===== src/hdl/bech_pkg.sv =====
`timescale 1ns / 1ps
// ----------------------------------------------------------------------------
// bech_pkg
// Shared constants, types and the polymod step for the bech32 encoder.
// ----------------------------------------------------------------------------
package bech_pkg;

  localparam int MAX_HRP_LEN = 83;
  localparam int HRP_AW      = (MAX_HRP_LEN > 1) ? $clog2(MAX_HRP_LEN) : 1;
  localparam int CNT_W       = $clog2(MAX_HRP_LEN + 1);
  localparam int CHECK_W     = 30;

  localparam logic [7:0] SEP_CHAR = 8'h31;

  localparam logic [CHECK_W-1:0] GEN [5] = '{
    30'h3b6a57b2, 30'h26508e6d, 30'h1ea119fa, 30'h3d4233dd, 30'h2a1462b3
  };

  localparam logic [255:0] ALPHABET = "qpzry9x8gf2tvdw0s3jn54khce6mua7l";

  typedef enum logic [1:0] {
    OP_HRP  = 2'd0,
    OP_DATA = 2'd1,
    OP_END  = 2'd2
  } op_e;

  typedef enum logic [1:0] {
    PH_HRP  = 2'd0,
    PH_OVER = 2'd1,
    PH_DATA = 2'd2
  } phase_e;

  typedef enum logic [2:0] {
    ST_IDLE,
    ST_MIX,
    ST_SEP,
    ST_DATA,
    ST_END,
    ST_ZERO,
    ST_CSUM
  } state_e;

  function automatic logic [CHECK_W-1:0] poly_step(input logic [CHECK_W-1:0] c,
                                                   input logic [4:0] v);
    logic [CHECK_W-1:0] r;
    logic [4:0]         top;
    top = c[CHECK_W-1 -: 5];
    r   = {c[CHECK_W-6:0], v};
    for (int k = 0; k < 5; k++) begin
      if (top[k]) begin
        r = r ^ GEN[k];
      end
    end
    return r;
  endfunction

  function automatic logic [7:0] alpha_char(input logic [4:0] g);
    return ALPHABET[8 * (31 - int'(g)) +: 8];
  endfunction

endpackage


===== src/hdl/bech_ram.sv =====
`timescale 1ns / 1ps
// ----------------------------------------------------------------------------
// bech_ram
// Generic single-write, single-read synchronous RAM with registered read.
// ----------------------------------------------------------------------------
module bech_ram #(
  parameter int WIDTH = 8,
  parameter int DEPTH = 16,
  parameter int AW    = (DEPTH > 1) ? $clog2(DEPTH) : 1
) (
  input  logic             clk_i,
  input  logic             we_i,
  input  logic [AW-1:0]    waddr_i,
  input  logic [WIDTH-1:0] wdata_i,
  input  logic             re_i,
  input  logic [AW-1:0]    raddr_i,
  output logic [WIDTH-1:0] rdata_o
);

  logic [WIDTH-1:0] mem_q [DEPTH];
  logic [WIDTH-1:0] rdata_q;

  always_ff @(posedge clk_i) begin
    if (we_i) begin
      mem_q[waddr_i] <= wdata_i;
    end
    if (re_i) begin
      rdata_q <= mem_q[raddr_i];
    end
  end

  assign rdata_o = rdata_q;

endmodule


===== src/hdl/bech32_encoder_unit.sv =====
`timescale 1ns / 1ps
// ----------------------------------------------------------------------------
// bech32_encoder_unit
// Streaming bech32 string encoder: hrp characters, data bytes, end item.
// ----------------------------------------------------------------------------
// An hrp character is echoed; the low five bits of the first 83 go to an
// 83-entry store. The first data or end item of a message replays that store
// through the single read port, one polymod step per cycle, before the
// separator (an empty or overlong hrp instead gives a final status result).
// Then a data byte gives one or two output characters, one per cycle while
// the slot is free, and the end item a pad group if bits remain, six zero
// steps and six checksum characters. One output register sits on the result
// side, so a stalled result holds the block while the next work needs it.
module bech32_encoder_unit (
  input  logic       clk_i,
  input  logic       rst_ni,
  input  logic       in_valid_i,
  output logic       in_stall_o,
  input  logic [1:0] op_i,
  input  logic [7:0] value_i,
  output logic       out_valid_o,
  input  logic       out_stall_i,
  output logic [7:0] symbol_o,
  output logic       final_res_o,
  output logic       status_o
);
  import bech_pkg::*;

  state_e               state_q, state_d;
  phase_e               phase_q, phase_d;
  logic [CHECK_W-1:0]   check_q, check_d;
  logic [CNT_W-1:0]     cnt_q, cnt_d;
  logic [CNT_W-1:0]     idx_q, idx_d;
  logic                 pend_q, pend_d;
  logic [3:0]           res_q, res_d;
  logic [2:0]           rc_q, rc_d;
  logic [11:0]          acc_q, acc_d;
  logic [3:0]           bits_q, bits_d;
  logic [2:0]           step_q, step_d;
  logic [1:0]           op_q, op_d;
  logic [7:0]           val_q, val_d;

  logic                 out_valid_q;
  logic [7:0]           sym_q;
  logic                 fin_q;
  logic                 st_q;

  logic                 load;
  logic [7:0]           ld_sym;
  logic                 ld_fin;
  logic                 ld_st;

  logic                 slot_free;
  logic                 in_xfer;
  logic                 ram_we;
  logic                 ram_re;
  logic [4:0]           ram_rdata;
  logic [4:0]           data_grp;
  logic [4:0]           pad_grp;
  logic [3:0]           bits_rem;
  logic [3:0]           res_mask;

  assign slot_free  = !out_valid_q || !out_stall_i;
  assign in_stall_o = !((state_q == ST_IDLE) && slot_free);
  assign in_xfer    = in_valid_i && !in_stall_o;

  assign data_grp = 5'(acc_q >> (bits_q - 4'd5));
  assign pad_grp  = 5'({1'b0, res_q} << (3'd5 - rc_q));
  assign bits_rem = bits_q - 4'd5;
  assign res_mask = 4'((5'd1 << bits_rem) - 5'd1);

  bech_ram #(
    .WIDTH(5),
    .DEPTH(MAX_HRP_LEN),
    .AW   (HRP_AW)
  ) u_hrp_store (
    .clk_i  (clk_i),
    .we_i   (ram_we),
    .waddr_i(cnt_q[HRP_AW-1:0]),
    .wdata_i(value_i[4:0]),
    .re_i   (ram_re),
    .raddr_i(idx_q[HRP_AW-1:0]),
    .rdata_o(ram_rdata)
  );

  always_comb begin
    state_d = state_q;
    phase_d = phase_q;
    check_d = check_q;
    cnt_d   = cnt_q;
    idx_d   = idx_q;
    pend_d  = 1'b0;
    res_d   = res_q;
    rc_d    = rc_q;
    acc_d   = acc_q;
    bits_d  = bits_q;
    step_d  = step_q;
    op_d    = op_q;
    val_d   = val_q;
    load    = 1'b0;
    ld_sym  = 8'd0;
    ld_fin  = 1'b0;
    ld_st   = 1'b0;
    ram_we  = 1'b0;
    ram_re  = 1'b0;

    unique case (state_q)
      ST_IDLE: begin
        if (in_xfer) begin
          op_d  = op_i;
          val_d = value_i;
          unique case (op_i) inside
            OP_HRP: begin
              if (phase_q != PH_DATA) begin
                if ((phase_q == PH_HRP) && (cnt_q < CNT_W'(MAX_HRP_LEN))) begin
                  check_d = poly_step(check_q, {3'd0, value_i[6:5]});
                  ram_we  = 1'b1;
                  cnt_d   = cnt_q + 1'b1;
                end else begin
                  phase_d = PH_OVER;
                end
                load   = 1'b1;
                ld_sym = value_i;
              end
            end
            OP_DATA, OP_END: begin
              if (phase_q != PH_DATA) begin
                if ((phase_q == PH_OVER) || (cnt_q == '0)) begin
                  load    = 1'b1;
                  ld_fin  = 1'b1;
                  ld_st   = 1'b1;
                  check_d = CHECK_W'(1);
                  cnt_d   = '0;
                  res_d   = '0;
                  rc_d    = '0;
                  phase_d = PH_HRP;
                end else begin
                  check_d = poly_step(check_q, 5'd0);
                  idx_d   = '0;
                  state_d = ST_MIX;
                end
              end else if (op_i == OP_DATA) begin
                acc_d   = {res_q, value_i};
                bits_d  = 4'd8 + {1'b0, rc_q};
                state_d = ST_DATA;
              end else begin
                state_d = ST_END;
              end
            end
            default: ;
          endcase
        end
      end

      ST_MIX: begin
        if (pend_q) begin
          check_d = poly_step(check_q, ram_rdata);
        end
        if (idx_q < cnt_q) begin
          ram_re = 1'b1;
          pend_d = 1'b1;
          idx_d  = idx_q + 1'b1;
        end else if (!pend_q) begin
          state_d = ST_SEP;
        end
      end

      ST_SEP: begin
        if (slot_free) begin
          load    = 1'b1;
          ld_sym  = SEP_CHAR;
          phase_d = PH_DATA;
          if (op_q == OP_DATA) begin
            acc_d   = {res_q, val_q};
            bits_d  = 4'd8 + {1'b0, rc_q};
            state_d = ST_DATA;
          end else begin
            state_d = ST_END;
          end
        end
      end

      ST_DATA: begin
        if (slot_free) begin
          check_d = poly_step(check_q, data_grp);
          load    = 1'b1;
          ld_sym  = alpha_char(data_grp);
          bits_d  = bits_rem;
          if (bits_rem < 4'd5) begin
            res_d   = acc_q[3:0] & res_mask;
            rc_d    = bits_rem[2:0];
            state_d = ST_IDLE;
          end
        end
      end

      ST_END: begin
        if (rc_q != '0) begin
          if (slot_free) begin
            check_d = poly_step(check_q, pad_grp);
            load    = 1'b1;
            ld_sym  = alpha_char(pad_grp);
            rc_d    = '0;
          end
        end else begin
          step_d  = '0;
          state_d = ST_ZERO;
        end
      end

      ST_ZERO: begin
        check_d = poly_step(check_q, 5'd0);
        step_d  = step_q + 1'b1;
        if (step_q == 3'd5) begin
          check_d = poly_step(check_q, 5'd0) ^ CHECK_W'(1);
          step_d  = '0;
          state_d = ST_CSUM;
        end
      end

      ST_CSUM: begin
        if (slot_free) begin
          load    = 1'b1;
          ld_sym  = alpha_char(check_q[CHECK_W-1 -: 5]);
          ld_fin  = (step_q == 3'd5);
          check_d = {check_q[CHECK_W-6:0], 5'd0};
          step_d  = step_q + 1'b1;
          if (step_q == 3'd5) begin
            check_d = CHECK_W'(1);
            cnt_d   = '0;
            res_d   = '0;
            rc_d    = '0;
            phase_d = PH_HRP;
            state_d = ST_IDLE;
          end
        end
      end

      default: begin
        state_d = ST_IDLE;
      end
    endcase
  end

  always_ff @(posedge clk_i or negedge rst_ni) begin
    if (!rst_ni) begin
      state_q     <= ST_IDLE;
      phase_q     <= PH_HRP;
      check_q     <= CHECK_W'(1);
      cnt_q       <= '0;
      idx_q       <= '0;
      pend_q      <= 1'b0;
      res_q       <= '0;
      rc_q        <= '0;
      bits_q      <= '0;
      step_q      <= '0;
      out_valid_q <= 1'b0;
    end else begin
      state_q <= state_d;
      phase_q <= phase_d;
      check_q <= check_d;
      cnt_q   <= cnt_d;
      idx_q   <= idx_d;
      pend_q  <= pend_d;
      res_q   <= res_d;
      rc_q    <= rc_d;
      bits_q  <= bits_d;
      step_q  <= step_d;
      if (load) begin
        out_valid_q <= 1'b1;
      end else if (!out_stall_i) begin
        out_valid_q <= 1'b0;
      end
    end
  end

  always_ff @(posedge clk_i) begin
    acc_q <= acc_d;
    op_q  <= op_d;
    val_q <= val_d;
    if (load) begin
      sym_q <= ld_sym;
      fin_q <= ld_fin;
      st_q  <= ld_st;
    end
  end

  assign out_valid_o = out_valid_q;
  assign symbol_o    = sym_q;
  assign final_res_o = fin_q;
  assign status_o    = st_q;

`ifndef NO_ASSERTIONS
  a_cnt_bound: assert property (@(posedge clk_i) disable iff (!rst_ni)
    cnt_q <= CNT_W'(MAX_HRP_LEN))
    else $error("hrp count beyond store depth");

  a_mix_idx: assert property (@(posedge clk_i) disable iff (!rst_ni)
    (state_q == ST_MIX) |-> (idx_q <= cnt_q))
    else $error("replay index past hrp count");

  a_data_phase: assert property (@(posedge clk_i) disable iff (!rst_ni)
    (phase_q == PH_DATA) |-> (cnt_q != '0))
    else $error("data phase with empty hrp");

  a_no_overwrite: assert property (@(posedge clk_i) disable iff (!rst_ni)
    load |-> slot_free)
    else $error("result loaded while output slot is held");
`endif

endmodule

===== config.mk =====
export PLATFORM = sky130hd
export DESIGN_NAME = bech32_encoder_unit
export DESIGN_NICKNAME = d
export VERILOG_FILES = /design/src/hdl/bech_pkg.sv /design/src/hdl/bech_ram.sv /design/src/hdl/bech32_encoder_unit.sv
export SDC_FILE = /design/constraint.sdc
export NUM_CORES = 1
export LEC_CHECK = 0
export BUFFER_PORTS_ARGS = -buffer_cell sky130_fd_sc_hd__buf_2
export CORE_MARGIN = 2
export CORE_UTILIZATION = 55
export CTS_CLUSTER_DIAMETER = 30
export DETAILED_ROUTE_END_ITERATION = 10
export PLACE_DENSITY = 0.76
export SYNTH_ARGS = -nofsm -noshare
export SYNTH_HDL_FRONTEND = slang
export SYNTH_SLANG_ARGS = --single-unit
export TNS_END_PERCENT = 1

===== constraint.sdc =====
create_clock -name clk_i -period 3.95 [get_ports clk_i]
set_input_delay 0.5925 -clock clk_i [delete_from_list [all_inputs] [get_ports clk_i]]
set_output_delay 0.5925 -clock clk_i [all_outputs]
set_load 0.01 [all_outputs]

==> flow_summary.toml, run 1 <==
[worst_setup_path]
cp_cell_sequence = "buf_12 -> mux4_2 -> mux4_2 -> mux2_2 -> o211ai_1 -> o21ai_0"
worst_ep_required_time_ns = 4.32
cp.buffers_inverters = 1
cp_top_family = "multiplexers"
crit_top_cell = "mux4_2"
cp-end-kind = "register"
path_class = "register to register"
crit_fanout = 33
crit_arrival_ns = 3.82
cpPeakStageDelay_ns = 0.88
startpoint_type = "register"
cpMaxStageDelayCell = "dfrtp_4"

[routing]
firstDrtPassIters = 5
post-route-drc-count = 0
drt-vias-per-instance = 6.57
via_count = 15000
drtAntennaViolNets = 0
drt_iter0_markers = 2045
wire_per_inst_um = 26.6
drt_wl_total_um = 60600

[timing]
tightestPinTransition_ns = 1.15
grt_setup_unrepaired = "no"
slew_viol_final = 0
setup-violations-final = 0
slew_headroom_pct = 23.3
final.min_clock_period_ns = 3.45
hold_violations = 0
setup_tns_ns = 0
fmax_mhz = 290
worst_clock_skew_ns = 0.0671
min_period_over_period_pct = 87.3

[die]
rows = 76
die_h_um = 212
die_w_um = 212
io_pins = 26
die_area_um2 = 44700
start_util_pct = 55.3
core-area_um2 = 42800

[synth]
synthCells = 1593
synth_area_um2 = 23700
synthArstFlopShare_pct = 12.6
synth_area_per_cell_um2 = 14.9
ys.flop_type = "edfxtp_1"
synth-seq-cells = 517
synth-seq-area-share_pct = 64.2
yosysWarnings = 0
synth_nets = 1627
synth_area_leaders = "edfxtp_1, mux4_2, dfrtp_1"
yosysTopAreaCell = "edfxtp_1"
synth_edf_count = 452
yosysTopAreaCellShare_pct = 57.3
ys_types = 77

[pwr]
power.leakage_uw = 0.00937
power_frac_seq_pct = 30.8
intPower_uw = 15200
power_switching_share_pct = 34.3
p_clk_share_pct = 35.9
vdd_drop_max_v = 0.000451
p_sw_uw = 7970
p_per_area_nw_per_um2 = 836
power.share.combinational_pct = 33.4

[layout]
post_route_cells_drive_above_1_share_pct = 24.0
final_cell_mix = "edfxtp_1, nor2_1, nand2_1, mux4_2, clkbuf_16"
layout.nets = 1693
fill_cells = 2818
final_common_cell = "edfxtp_1"
antenna_cells = 0
area_growth_pct = 17.2
stdcell_area_um2 = 27800

[job]
max_cap_violations = 0

[clock_network]
clock-root-buffer = "clkbuf_16"
numCtsBuffers = 95
cts_buffer_depth = 3
cts_tree = "yes"
postCtsSetupRepairBufs = 0
clock-sinks = 517
worstSkewPairLatency_ns = 0.66
cts_resized = 0
hold_buffers = 0
cts-htree-levels = 3
clkTransAtPathRegs_ns = 0.06

[place]
place_area_um2 = 24400
globalplace.congestion = 0.933
dpl.hpwl_um = 36200
portBuffers = 25

[global_routing]
grt_pass1_vias = 15000
grt_pass1_wl_um = 92700
grt_usage_pct = 28.0
overflow = 0
grt_max_degree = 83
antenna_found_initial = 0

[run_status]
status = "finished clean"

[min_path]
hold_class = "input port to async pin"
[cell usage after synthesis (28+ instances only)]
master      n
dfrtp_1    64
a21oi_1    60
nor2_1    156
nand2_1   129
xnor2_1    31
mux4_2    129
mux2_2     46
edfxtp_1  452
o21ai_0    83
nor3_1     28
clkbuf_1   62
[power by group through the flow]
stage                     Clock (uW)  Sequential, uW  Combinational [uW]
after floorplan                    0            6720                6120
after global placement             0            7210                7420
after detailed placement           0            7230                7510
after CTS                       8380            7140                7640
after global routing            8650            7220                8340
final                           8330            7140                7740
[flip-flops by register name, summed over array words and instances, names as in the netlist, 5 cells and up]
name / cells
check_q: 30
val_q: 8
symbol_o: 8
acc_q: 12
u_hrp_store.rdata_o: 5
u_hrp_store.mem_q: 415
idx_q: 7
cnt_q: 7
[metal layers]
metal  share of wire (%)  up-vias  GRT usage, %
met5                   0        -             0
met4                 3.1        0          10.5
met3                 9.7      162          6.14
met2                  48      983          44.8
met1                  39     7484          37.9
li1                    -     6351             -
[cell type report]
class / count / area, um^2 / share of cell area, %
flip-flops and latches: 517 / 15200 / 54.8
multi-input cells: 958 / 8000 / 28.8
clock buffers: 109 / 2520 / 9.09
clock inverters: 64 / 803 / 2.89
well taps: 546 / 683 / 2.46
repair buffers: 65 / 463 / 1.67
inverters: 22 / 82.6 / 0.297
[stage by stage]
step / hold WS [ns] / setup slack, ns / total power (uW) / cells / util (%)
after floorplan: 0.297 / 0.763 / 12800 / 1593 / -
after global placement: 0.473 / 0.615 / 14600 / 2108 / 57.1
after detailed placement: 0.483 / 0.595 / 14700 / 2108 / 57.1
after CTS: 0.196 / 0.506 / 23200 / 2281 / 64.9
after global routing: 0.214 / 0.349 / 24200 / 2281 / 64.9
final: 0.193 / 0.500 / 23200 / 2281 / 64.9
[worst reg2reg max path, delay by kind of cell (launching register included)]
family / cells / cell delay (ns)
mux: 3 / 1.37
flops: 1 / 0.88
compound gates: 2 / 0.60
buf+inv: 1 / 0.33
[kinds of logic after synthesis]
logic type,synth area share [%]
AOI/OAI and AO/OA,7.20
xor gates and xnor gates,1.86
adders and majority gates,1.06
buffers and inverters,2.05
DFF,64.2
muxes,15.5
and+or+nand+nor,8.14
[worst paths after layout]
kind | cells past startpoint | end | slack [ns] | startpoint
min in group clk_i | 1 | op_q[1] | 0.21 | op_i[1]
worst min-delay path | 1 | idx_q[1] | 0.19 | rst_ni
worst min register to register | 2 | check_q[12] | 0.49 | check_q[12]
worst max-delay path | 6 | u_hrp_store.rdata_o[2] | 0.50 | idx_q[0]
max in group asynchronous | 2 | check_q[13] | 2.83 | rst_ni
worst max register to register | 6 | u_hrp_store.rdata_o[2] | 0.50 | idx_q[0]
No activity file was read; power rests on OpenSTA's default activity.
==> run 2: changes to the inputs <==
--- a/config.mk
+++ b/config.mk
@@ -7,10 +7,10 @@
 export LEC_CHECK = 0
 export BUFFER_PORTS_ARGS = -buffer_cell sky130_fd_sc_hd__buf_2
 export CORE_MARGIN = 2
-export CORE_UTILIZATION = 55
+export CORE_UTILIZATION = 30
 export CTS_CLUSTER_DIAMETER = 30
 export DETAILED_ROUTE_END_ITERATION = 10
-export PLACE_DENSITY = 0.76
+export PLACE_DENSITY = 0.49
 export SYNTH_ARGS = -nofsm -noshare
 export SYNTH_HDL_FRONTEND = slang
 export SYNTH_SLANG_ARGS = --single-unit
==> run 2 against run 1 <==
Net effect:
- sequential share of layout area shrank 2.4 points
- flip-flop and latch count is the same
- hold slack lost 0.13 ns
- maximum frequency grew 6.7%
- worst setup slack gained 0.22 ns
- clock power grew 12%
- critical path depth grew 4
- sequential power shrank 2%
- via count shrank 5.0%
- die area grew 82%
- combinational power grew 2.8%
- core utilization shrank 28 points
==> flow_summary.toml, run 2 (synthesis results as in run 1) <==
[clock_network]
clock-root-buffer = "clkbuf_16"
cts_tree = "yes"
hold_buffers = 0
worstSkewPairLatency_ns = 0.68
cts_buffer_depth = 3
cts_resized = 0
clkTransAtPathRegs_ns = 0.04
postCtsSetupRepairBufs = 0
numCtsBuffers = 110
clock-sinks = 517
cts-htree-levels = 3

[layout]
final_cell_mix = "edfxtp_1, nor2_1, nand2_1, mux4_2, clkbuf_16"
fill_cells = 7427
antenna_cells = 0
layout.nets = 1719
layout.area.seq_um2 = 15200
area_growth_pct = 22.5
post_route_cells_drive_above_1_share_pct = 25.6
multiInputGateArea_um2 = 8000
largest_reg_flops = 415
stdcell_area_um2 = 29000
regMostFlops = "u_hrp_store.mem_q"
final_common_cell = "edfxtp_1"
top_regs = "u_hrp_store.mem_q (415), check_q (30), acc_q (12)"

[die]
start_util_pct = 30.1
die_h_um = 285
die_w_um = 285
rows = 103
die_area_um2 = 81200
core-area_um2 = 78600
io_pins = 26

[pwr]
p_per_area_nw_per_um2 = 837
finalPower_uw = 24300
vdd_drop_max_v = 0.000390
power.leakage_uw = 0.00968

[worst_setup_path]
r2r_end = "symbol_o[0]"
cp_top_family = "multiplexers"
r2r_setup_slack_ns = 0.72
path_class = "register to register"
worst_ep_required_time_ns = 4.42
cp-end-kind = "register"
r2r-start = "bits_q[0]"
crit_fanout = 11
cpPeakStageDelay_ns = 0.49
startpoint_type = "register"
cp_cell_sequence = "inv_1 -> buf_4 -> ha_1 -> buf_4 -> mux4_2 -> mux2i_1 -> mux2i_1 -> inv_1 -> o311a_1 -> o31ai_1"
rr_worst_depth = 10
cp.buffers_inverters = 4
crit_arrival_ns = 3.71
cpMaxStageDelayCell = "mux2i_1"

[routing]
via_count = 14200
firstDrtPassIters = 5
drt_wl_total_um = 61800
drtAntennaViolNets = 0
drt-vias-per-instance = 5.03
wire_per_inst_um = 21.8
drt_iter0_markers = 1201
post-route-drc-count = 0

[place]
place_area_um2 = 25200
portBuffers = 25
dpl.hpwl_um = 41000
globalplace.congestion = 0.853

[timing]
slew_viol_final = 0
setup-violations-final = 0
hold_violations = 0
slew_headroom_pct = 34.3
tightestPinTransition_ns = 0.986
worst_clock_skew_ns = 0.0469
grt_setup_unrepaired = "no"
setup_tns_ns = 0
hold_ws_ns = 0.0652
final.min_clock_period_ns = 3.23
min_period_over_period_pct = 81.9
fmax_mhz = 309

[global_routing]
grt_pass1_vias = 14700
grt_pass1_wl_um = 94800
overflow = 0
grt_max_degree = 71
antenna_found_initial = 0
grt_usage_pct = 15.4

[run_status]
status = "finished clean"

[min_path]
hold_class = "input port to async pin"

[job]
max_cap_violations = 0
## run 2: cell count changes in the layout (fill, tap and decap cells not counted), moves of 3 or more
cell,change
bufinv_16,+4
clkbuf_8,+4
clkbuf_16,+11
clkinv_4,+6
clkinv_1,-3
clkbuf_1,+9
buf_4,+9
## run 2: cell type report
cell class                 instances  area share (%)
multi-input combinational        958            27.6
clock buffer                     133            9.96
tap                             1050            4.53
sequential                       517            52.4
clock inverter                    74            3.28
timing repair buffer              76            1.97
inverter                          22           0.285
## run 2: worst max path at each step
stage | startpoint | to | slack, ns | cells past startpoint
2_1_floorplan | out_stall_i | final_res_o | 0.76 | 8
3_3_place_gp | idx_q[0] | u_hrp_store.rdata_o[0] | 0.65 | 6
3_5_place_dp | idx_q[0] | u_hrp_store.rdata_o[0] | 0.64 | 6
4_1_cts | idx_q[0] | u_hrp_store.rdata_o[0] | 0.65 | 6
5_1_grt | bits_q[0] | symbol_o[6] | 0.39 | 10
6_report | bits_q[0] | symbol_o[0] | 0.72 | 10
## run 2: power breakdown
part           switching [uW]  internal (uW)
clock network            3090           6230
registers                 584           6410
logic                    4440           3520
## run 2: per-stage QoR
stage               setup slack (ns)  util (%)  cells
floorplan                      0.763         -   1593
global placement               0.648      32.0   2623
CTS                            0.650      36.9   2830
global route                   0.393      36.9   2830
finish                         0.717      36.9   2830
detailed placement             0.638      32.0   2623
## run 2: per-layer routing
layer	global-route usage, %	wire, um	vias up	share of wire, %
met2	24.3	28900	469	47
met3	3.86	4020	117	6.5
met4	4.83	1640	0	2.7
li1	-	-	6436	-
met5	0	0	-	0
met1	20.8	27200	7210	44
==> run 3: changes to the inputs <==
--- a/config.mk
+++ b/config.mk
@@ -10,7 +10,7 @@
 export CORE_UTILIZATION = 30
 export CTS_CLUSTER_DIAMETER = 30
 export DETAILED_ROUTE_END_ITERATION = 10
-export PLACE_DENSITY = 0.49
+export PLACE_DENSITY = 0.5
 export SYNTH_ARGS = -nofsm -noshare
 export SYNTH_HDL_FRONTEND = slang
 export SYNTH_SLANG_ARGS = --single-unit
==> constraint.sdc (replaced) <==
create_clock -name clk_i -period 2.9 [get_ports clk_i]
set_input_delay 0.435 -clock clk_i [delete_from_list [all_inputs] [get_ports clk_i]]
set_output_delay 0.435 -clock clk_i [all_outputs]
set_load 0.01 [all_outputs]
==> run 3 against run 2 <==
Net effect:
- non-clock buffer count grew 80
- final cell count grew 2.9%
- count of clock-buffer cells in the layout shrank 12
- sequential power grew 33%
- register-to-register slack lost 0.59 ns
- highest routed layer unchanged
- die area is the same
- critical endpoint unchanged
- routed wire length shrank 1.3%
- flip-flop and latch count is the same
- maximum frequency grew 16%
- global-route usage shrank 0.33 points
- first-iteration DRC count grew 6.3%
==> flow_summary.toml, run 3 (synthesis results as in run 1) <==
[pwr]
intPower_uw = 23100
p_per_area_nw_per_um2 = 1150
power_switching_share_pct = 32.6
power.leakage_uw = 0.0102
vdd_drop_max_v = 0.000585
power.share.combinational_pct = 34.9
p_clk_share_pct = 38.0
p_sw_uw = 11200
power_frac_seq_pct = 27.1

[layout]
layout.nets = 1800
largest_reg_flops = 415
final_cell_mix = "edfxtp_1, nor2_1, nand2_1, mux4_2, buf_4"
utilization_pct = 38.1
regMostFlops = "u_hrp_store.mem_q"
area_growth_pct = 26.6
final_common_cell = "edfxtp_1"
antenna_cells = 0
post_route_cells_drive_above_1_share_pct = 30.7
top_regs = "u_hrp_store.mem_q (415), check_q (30), acc_q (12)"

[routing]
via_count = 14500
drt-vias-per-instance = 4.98
drt_iter0_markers = 1277
post-route-drc-count = 0
firstDrtPassIters = 6
wire_per_inst_um = 20.9
drt_wl_total_um = 60900
drtAntennaViolNets = 0

[die]
start_util_pct = 30.1
die_w_um = 285
rows = 103
die_h_um = 285
io_pins = 26
die_area_um2 = 81200
core-area_um2 = 78600

[worst_setup_path]
crit_arrival_ns = 3.21
crit_fanout = 6
startpoint_type = "register"
path_class = "register to register"
r2r_end = "symbol_o[0]"
r2r-start = "bits_q[1]"
cp-end-kind = "register"
worst_ep_required_time_ns = 3.33
rr_worst_depth = 9
r2r_setup_slack_ns = 0.12

[job]
max_cap_violations = 0

[global_routing]
overflow = 0
grt_pass1_wl_um = 93300
grt_usage_pct = 15.0
antenna_found_initial = 1
grt_pass1_vias = 14900
grt_max_degree = 85

[timing]
fmax_mhz = 360
slew_headroom_pct = 36.9
hold_violations = 0
tightestPinTransition_ns = 0.946
final.min_clock_period_ns = 2.78
setup-violations-final = 0
hold_ws_ns = 0.0358
worst_clock_skew_ns = 0.0356
min_period_over_period_pct = 95.7
slew_viol_final = 0
grt_setup_unrepaired = "yes"

[clock_network]
clkTransAtPathRegs_ns = 0.04
clock-sinks = 517
worstSkewPairLatency_ns = 0.66
clock-root-buffer = "clkbuf_16"
cts_tree = "yes"
numCtsBuffers = 111
cts_buffer_depth = 3
cts-htree-levels = 3

[place]
globalplace.congestion = 0.888
dpl.hpwl_um = 41300
portBuffers = 25

[run_status]
status = "finished clean"

[min_path]
whs_endpoint = "op_q[1]"
holdCritStartpoint = "op_i[1]"
min_path_cells = 1
hold_class = "input port to register"
-- run 3: cell types whose count changed in the layout (fill, tap and decap cells not counted), sizes merged --
| cell | before | now |
|---|---|---|
| bufinv | 15 | 20 |
| clkinvlp | 11 | 16 |
| inv | 35 | 27 |
| clkinv | 35 | 47 |
| dlygate4sd3 | 0 | 1 |
| buf | 76 | 155 |
| clkbuf | 133 | 121 |
-- run 3: worst max-delay path by stage --
stage / startpoint / end / slack (ns)
finish: bits_q[1] / symbol_o[0] / 0.12
global route: cnt_q[3] / u_hrp_store.mem_q[42][2] / -0.03
CTS: cnt_q[5] / u_hrp_store.mem_q[14][1] / 0.01
detailed placement: cnt_q[5] / u_hrp_store.mem_q[38][0] / -0.04
global placement: cnt_q[5] / u_hrp_store.mem_q[38][0] / 0.04
floorplan: bits_q[0] / symbol_o[0] / -0.18
-- run 3: stage by stage --
stage / instances / TNS (ns) / worst slack, ns / instance area (um^2) / power [uW]
after floorplan: 1593 / -0.845 / -0.185 / 23700 / 17500
after global placement: 2702 / 0 / 0.0423 / 25900 / 21200
after detailed placement: 2702 / -0.243 / -0.0447 / 25900 / 21300
after CTS: 2912 / 0 / 0.0141 / 29900 / 34500
after global routing: 2912 / -0.602 / -0.0330 / 30000 / 36100
final: 2912 / 0 / 0.124 / 30000 / 34300
-- run 3: final cells by class --
type / count / area [um^2]
Fill cell: 7372 / 48600
Sequential cell: 517 / 15200
Multi-Input combinational cell: 958 / 8100
Clock buffer: 121 / 2870
Tap cell: 1050 / 1310
Timing Repair Buffer: 156 / 1310
Clock inverter: 88 / 1110
Inverter: 22 / 82.6
-- run 3: worst max-delay path, stage by stage (launching register included) --
cell	delay, ns
dfrtp_1	0.35
inv_1	0.06
ha_1	0.31
buf_4	0.18
mux2_2	0.24
nor3_1	0.04
or4_4	0.59
o21a_1	0.26
o311a_1	0.30
o31ai_1	0.26
-- run 3: power groups by stage --
stage	clock, uW	combinational [uW]	sequential, uW
4_1_cts	13300	11900	9300
6_report	13100	12000	9290
5_1_grt	13700	13100	9370
3_5_place_dp	0	11800	9430
3_3_place_gp	0	11700	9420
2_1_floorplan	0	8340	9160
-- run 3: timing repair --
action                                  CTS  global route
buffers inserted                          0             0
endpoints found under the hold margin    23             0
pin swaps                                 0             1
hold buffers                              1             0
gates resized for setup                   1            39
endpoints found under the setup margin    5           258
-- run 3: per-layer routing --
layer  vias to the layer above  global-route usage [%]  share of wire, %
met5                         -                       0                 0
met4                         0                    4.93               2.6
met3                       116                    2.92               5.5
met2                       435                    24.4                48
met1                      7352                    20.3                44
li1                       6585                       -                 -
